[src/rtl/suc_pkg.sv]
// Shared types and result codes for the sorted unique set insert unit.
package suc_pkg;

  // Result status codes
  localparam logic [1:0] ST_INSERTED  = 2'd0;
  localparam logic [1:0] ST_DUPLICATE = 2'd1;
  localparam logic [1:0] ST_FULL      = 2'd2;

  // Broadcast control from the sequencer to every cell
  typedef struct packed {
    logic sample;  // compare the incoming value this cycle
    logic commit;  // insert: cells at or past the boundary take new data
  } suc_cell_ctl_t;

endpackage

[src/rtl/suc_cell.sv]
// One slot of the sorted array: holds an entry, compares, shifts up on insert.
module suc_cell import suc_pkg::*; #(
  parameter int IDX   = 0,
  parameter int CNT_W = 6
) (
  input  logic              clk,
  input  suc_cell_ctl_t     ctl,
  input  logic [CNT_W-1:0]  held_count,
  input  logic signed [31:0] cmp_value,
  input  logic signed [31:0] ins_value,
  input  logic              left_lt,
  input  logic signed [31:0] left_entry,
  output logic              lt,
  output logic              eq,
  output logic              boundary,
  output logic signed [31:0] entry
);

  logic signed [31:0] entry_r, entry_nxt;
  logic               lt_r, lt_nxt;
  logic               eq_r, eq_nxt;
  logic               held;

  // Entries at or above the count are never looked at
  assign held = held_count > CNT_W'(IDX);

  always_comb begin
    lt_nxt    = lt_r;
    eq_nxt    = eq_r;
    entry_nxt = entry_r;
    if (ctl.sample) begin
      lt_nxt = held && (entry_r < cmp_value);
      eq_nxt = held && (entry_r == cmp_value);
    end
    if (ctl.commit && !lt_r) begin
      entry_nxt = left_lt ? ins_value : left_entry;
    end
  end

  always_ff @(posedge clk) begin
    lt_r    <= lt_nxt;
    eq_r    <= eq_nxt;
    entry_r <= entry_nxt;
  end

  assign lt       = lt_r;
  assign eq       = eq_r;
  assign boundary = left_lt && !lt_r;
  assign entry    = entry_r;

endmodule

[src/rtl/sorted_unique_set_insert_unit.sv]
// Top level of the sorted unique set insert unit: cell chain and sequencer.
//
// Keeps an ascending set of distinct signed 32-bit values, up to CAPACITY
// entries, in a row of cells. On the accepting edge (start high, busy low)
// every cell compares its entry with in_new_value and registers less-than /
// equal flags; in the next cycle (busy high) the equal flags decide
// duplicate, the count decides full, and on an insert every cell at or past
// the first not-less cell takes either the new value or its lower neighbor's
// entry, so the whole set shifts up by one at that edge. The result is driven
// from registers for exactly one cycle, flagged by out_valid, the cycle after
// that; busy is already low then, so a new transaction can start while the
// result is shown, but none is taken while busy is high: the compare stage
// is followed by the shift stage. The receiver cannot stall, so results must
// be taken when out_valid is high. Status: inserted, duplicate (slot where
// the value already sits, reported even when full) or full (value dropped,
// slot 0, count unchanged). Slot and count are truncated to 5 and 6 bits for
// large CAPACITY. No clearing pass after reset: the entry storage is only
// read below the count.
module sorted_unique_set_insert_unit import suc_pkg::*; #(
  parameter int CAPACITY = 32
) (
  input  logic              clk,
  input  logic              rst_n,
  input  logic              start,
  output logic              busy,
  input  logic signed [31:0] in_new_value,
  output logic              out_valid,
  output logic [1:0]        out_status,
  output logic [4:0]        out_slot,
  output logic [5:0]        out_entry_count
);

  localparam int IDX_W = $clog2(CAPACITY);
  localparam int CNT_W = $clog2(CAPACITY + 1);

  // sequencer / count
  logic              busy_r, busy_nxt;
  logic [CNT_W-1:0]  count_r, count_nxt;
  logic signed [31:0] value_r, value_nxt;

  // result registers
  logic              out_valid_r, out_valid_nxt;
  logic [1:0]        status_r, status_nxt;
  logic [4:0]        slot_r, slot_nxt;
  logic [5:0]        ecount_r, ecount_nxt;

  logic              accept;
  suc_cell_ctl_t     ctl;

  // per-cell wires
  logic [CAPACITY-1:0]       lt_vec, eq_vec, bnd_vec;
  logic signed [31:0]        entry_vec [CAPACITY];
  logic [IDX_W-1:0]          slot_enc;
  logic                      dup, full;

  assign accept = start && !busy_r;
  assign busy   = busy_r;

  assign dup  = |eq_vec;
  assign full = count_r == CNT_W'(CAPACITY);

  assign ctl.sample = accept;
  assign ctl.commit = busy_r && !dup && !full;

  // Cell chain: cell 0 sees "left is less" as true, so it is the boundary
  // when no entry is below the new value.
  for (genvar g = 0; g < CAPACITY; g++) begin : g_cell
    logic              l_lt;
    logic signed [31:0] l_entry;
    if (g == 0) begin : g_head
      assign l_lt    = 1'b1;
      assign l_entry = value_r;
    end else begin : g_body
      assign l_lt    = lt_vec[g-1];
      assign l_entry = entry_vec[g-1];
    end
    suc_cell #(.IDX(g), .CNT_W(CNT_W)) u_cell (
      .clk        (clk),
      .ctl        (ctl),
      .held_count (count_r),
      .cmp_value  (in_new_value),
      .ins_value  (value_r),
      .left_lt    (l_lt),
      .left_entry (l_entry),
      .lt         (lt_vec[g]),
      .eq         (eq_vec[g]),
      .boundary   (bnd_vec[g]),
      .entry      (entry_vec[g])
    );
  end

  // Boundary has at most one bit set (flags are a thermometer over the sorted cells):
  // the slot is an OR of the indices of set bits.
  always_comb begin
    slot_enc = '0;
    for (int i = 0; i < CAPACITY; i++) begin
      if (bnd_vec[i]) slot_enc = slot_enc | IDX_W'(i);
    end
  end

  always_comb begin
    busy_nxt      = busy_r;
    count_nxt     = count_r;
    value_nxt     = value_r;
    out_valid_nxt = 1'b0;
    status_nxt    = status_r;
    slot_nxt      = slot_r;
    ecount_nxt    = ecount_r;
    if (accept) begin
      busy_nxt  = 1'b1;
      value_nxt = in_new_value;
    end
    if (busy_r) begin
      busy_nxt      = 1'b0;
      out_valid_nxt = 1'b1;
      if (dup) begin
        status_nxt = ST_DUPLICATE;
        slot_nxt   = 5'(slot_enc);
      end else if (full) begin
        status_nxt = ST_FULL;
        slot_nxt   = '0;
      end else begin
        status_nxt = ST_INSERTED;
        slot_nxt   = 5'(slot_enc);
        count_nxt  = count_r + 1'b1;
      end
      ecount_nxt = 6'(count_nxt);
    end
  end

  always_ff @(posedge clk) begin
    if (!rst_n) begin
      busy_r      <= 1'b0;
      count_r     <= '0;
      out_valid_r <= 1'b0;
    end else begin
      busy_r      <= busy_nxt;
      count_r     <= count_nxt;
      out_valid_r <= out_valid_nxt;
    end
    value_r  <= value_nxt;
    status_r <= status_nxt;
    slot_r   <= slot_nxt;
    ecount_r <= ecount_nxt;
  end

  assign out_valid       = out_valid_r;
  assign out_status      = status_r;
  assign out_slot        = slot_r;
  assign out_entry_count = ecount_r;

endmodule

[config.mk]
export PLATFORM = sky130hd
export DESIGN_NAME = sorted_unique_set_insert_unit
export DESIGN_NICKNAME = d
export VERILOG_FILES = /design/src/rtl/suc_pkg.sv /design/src/rtl/suc_cell.sv /design/src/rtl/sorted_unique_set_insert_unit.sv
export SDC_FILE = /design/constraint.sdc
export NUM_CORES = 2
export LEC_CHECK = 0
export ABC_AREA = 1
export BUFFER_PORTS_ARGS = -buffer_cell sky130_fd_sc_hd__buf_2
export CORE_MARGIN = 3
export CORE_UTILIZATION = 31
export CTS_CLUSTER_DIAMETER = 80
export DETAILED_ROUTE_END_ITERATION = 16
export HOLD_SLACK_MARGIN = 0.12
export PLACE_DENSITY = 0.53
export SLEW_MARGIN = 10
export SYNTH_ARGS = -nofsm -noshare
export SYNTH_HDL_FRONTEND = slang
export SYNTH_SLANG_ARGS = --single-unit
[constraint.sdc]
create_clock -name clk -period 7.15 [get_ports clk]
set_clock_uncertainty 0.15 [all_clocks]
set_input_delay 0.715 -clock clk [delete_from_list [all_inputs] [get_ports clk]]
set_output_delay 0.715 -clock clk [all_outputs]
set_load 0.01 [all_outputs]
==> flow_summary.yaml <==
run_status:
  run_status: "finished clean"
logic_synthesis:
  synth_cell_type_count: 40
  postSynthNetCount: 8865
  synth_top_area_share: 0.4753
  syn_inst: 7802
  yosysWarningCount: 0
  async_flop_share: 0
  synth_top_area_cells: "edfxtp_1 (48%), ha_1 (18%), nand2_1 (18%), a21oi_1 (3.5%), mux2_2 (3.4%)"
  synth-main-ff-cell: "edfxtp_1"
  sequential_cell_area_fraction_in_the_yosys_report: 0.4775
  netlist_area_sq_um: 71580
  postSynthRegisterBits: 1141
  syn-mean-instance-area_sq_um: 9.175
  post-synth-top-area-cell: "edfxtp_1"
  number_of_enable_type_register_cells_in_the_synthesized_netlist: 1133
clock_network:
  cts-resized-gates: 0
  cts_buffer_depth: 3
  tritoncts.num_buffers: 136
  cts-htree-levels: 4
  insertion_delay_ns: 0.79
  clock_sinks: 1141
  clock_transition_time_at_the_flip_flop_clock_pins_of_the_worst_setup_and_hold_paths_ns: 0.06
  postCtsSetupBuffers: 0
  tritoncts_clock_tree: "yes"
  cts-root-buf: "clkbuf_16"
cells_and_area:
  syn2layout_area_growth_pct: 12.20
  final_core_util: 0.3513
  fin_nets: 8949
  final_layout_size_suffix_gt1_frac: 0.08561
  final-instance-count-excl-fill: 11000
timing:
  fin_setup_tns_ns: 0
  maxSlewHeadroom: 0.2097
  setup_violations: 0
  max_freq_ghz: 0.2358
  number_of_endpoints_with_negative_hold_slack_in_the_final_report: 0
  tightest_slew_ns: 1.186
  holdWs_ns: 0.1437
  post-route-period-util: 0.5932
  finalMaxSlewViolations: 0
  final.min_clock_period_ns: 4.241
  setup_repair_after_global_routing_missed_its_margin: "no"
drt:
  routedWlPerCell_microns: 23.23
  total_number_of_vias: 56390
  firstDrtPassIters: 6
  antenna_violating_nets_post_route: 0
  drt-vias-per-instance: 5.126
  postRouteWirelength_microns: 255600
  drcViolationCount: 0
  drtIter0Drc: 5940
global_route:
  grt_pass1_vias: 54330
  grt_antenna_before_repair: 9
  global_route.usage.total: 0.2118
  grt_first_pass_wirelength_microns: 369000
  pin_count_of_the_biggest_net_entering_global_routing: 42
  globalRouteOverflowTotal: 0
min_path:
  holdCritPathClass: "in2reg"
place:
  hpwl_microns: 171800
  placedCellCount: 10720
  finalWeightedCongestion: 0.9183
  portBuffers: 49
floorplanning:
  chipHeight_microns: 486.5
  core_sq_um: 228600
  area_enclosed_by_the_die_boundary_sq_um: 236700
  placementRows: 175
  die_w_microns: 486.5
  ioPinCount: 50
  starting_density: 0.3131
critical_path:
  cp.required_ns: 7.46
  cp.arrival_ns: 4.55
  setup.worst_path.class: "reg2reg"
  cp_max_fo: 17
  critPathCaptureType: "flip-flop"
  critical_path.startpoint_type: "flip-flop"
pwr:
  peakVddDrop_uv: 174.3
  total_leakage_power_nw: 35.61
  powerDensity_nw_per_um2: 197.1
flow_run:
  maxCapViolCount: 0
state kept, by name (all words and copies together), names as in the netlist:
| register | count |
|---|---|
| g_cell.l_entry | 32 |
| g_cell.u_cell.entry | 1024 |
| out_entry_count | 6 |
| out_status | 2 |
| out_slot | 5 |
| out_valid | 1 |
| g_cell.u_cell.eq | 32 |
| count_r | 6 |
| busy | 1 |
| g_cell.u_cell.lt | 32 |
synthesized netlist by cell type (4+ instances only):
cell type / count
nand3_1: 56
inv_1: 379
nor2_1: 369
inv_2: 5
nor3_1: 33
ha_1: 1028
o21a_1: 62
nor2_2: 12
a211oi_1: 4
buf_2: 16
nor4_1: 42
dfxtp_1: 8
buf_6: 4
mux2_2: 217
o22ai_1: 4
a21oi_1: 502
nand2_1: 3352
a21o_1: 28
nand4_1: 68
o21ai_1: 6
edfxtp_1: 1133
clkbuf_1: 256
and3_1: 7
o21ai_0: 170
buf_1: 22
layout by cell type, fill, tap and decap left out, types with 27 or more instances in the layout:
master | Yosys | final
o21ai_0 | 170 | 170
inv_1 | 379 | 348
ha_1 | 1028 | 1028
nand4_1 | 68 | 68
buf_4 | 2 | 158
nor2_2 | 12 | 33
buf_2 | 16 | 49
mux2_2 | 217 | 217
o21a_1 | 62 | 62
nand2_1 | 3352 | 3352
clkinv_1 | 2 | 27
clkbuf_16 | 0 | 142
a21oi_1 | 502 | 502
clkbuf_1 | 256 | 37
inv_2 | 5 | 36
a21o_1 | 28 | 28
dlygate4sd3_1 | 0 | 32
nor4_1 | 42 | 42
nor2_1 | 369 | 347
edfxtp_1 | 1133 | 1133
nor3_1 | 33 | 33
nand3_1 | 56 | 56
layer usage:
| metal | up-vias | global-route usage | wire length (microns) |
|---|---|---|---|
| met3 | 448 | 0.04155 | 22380 |
| met2 | 2406 | 0.3251 | 110000 |
| li1 | 26670 | - | - |
| met1 | 26860 | 0.2965 | 113300 |
| met5 | - | 0 | 26 |
| met4 | 4 | 0.07365 | 9781 |
worst paths after layout:
check | start | endpoint | slack (ns) | cells past startpoint
setup / recovery | g_cell[18].u_cell.eq | g_cell[15].u_cell.entry[24] | 2.91 | 9
hold / removal | start | busy | 0.14 | 3
setup reg to reg | g_cell[18].u_cell.eq | g_cell[15].u_cell.entry[24] | 2.91 | 9
hold reg to reg | g_cell[3].u_cell.entry[10] | g_cell[4].u_cell.entry[10] | 0.39 | 2
report_power, final:
group,switching [mW],internal [mW]
combinational,1.20,0.492
clock,2.89,3.85
sequential,0.0330,7.37
total,4.12,11.7
kinds of logic (layout without fill, tap and decap cells):
family	after synthesis	after routing	synth area share
flip-flops	1141	1141	0.4775
XOR/XNOR	1	1	0.0001224
AND/OR/NAND/NOR	3945	3945	0.2133
buffers and inverters	686	874	0.03678
other	0	1	0
multiplexers	217	217	0.03414
AO/OA/AOI/OAI	784	784	0.05848
adder cells (fa/ha/maj)	1028	1028	0.1797
timing repair:
| action | in CTS | in global routing |
|---|---|---|
| setup endpoints to repair | 0 | 0 |
| hold endpoints to repair | 32 | 0 |
| hold buffers | 32 | 0 |
critical path: stages (launching register included):
cell,delay [ns]
edfxtp_1,0.38
nor2_1,0.40
nand2_1,0.28
nor2_1,0.18
nand2_1,0.06
nor2_1,0.52
o21ai_1,0.22
or2_2,0.52
nor2_2,0.79
buf_4,0.39
area by class of cell:
class | count | area (sq um)
Fill cell | 22990 | 148300
Multi-Input combinational cell | 5975 | 34830
Sequential cell | 1141 | 34180
Tap cell | 3009 | 3765
Clock buffer | 179 | 3692
Timing Repair Buffer | 246 | 1899
Inverter | 386 | 1449
Clock inverter | 63 | 494.2
Antenna cell | 1 | 2.502
per-stage QoR:
step                setup WS, ns  cell area, sq um  power, mW
floorplan                  1.647             71580      8.495
global placement           3.107             75760      9.138
CTS                        3.055             80290      15.91
global route               2.775             80310      16.38
finish                     2.909             80310      15.83
detailed placement         3.061             75780      9.183
Note: power is estimated with default switching activity, not from simulation.
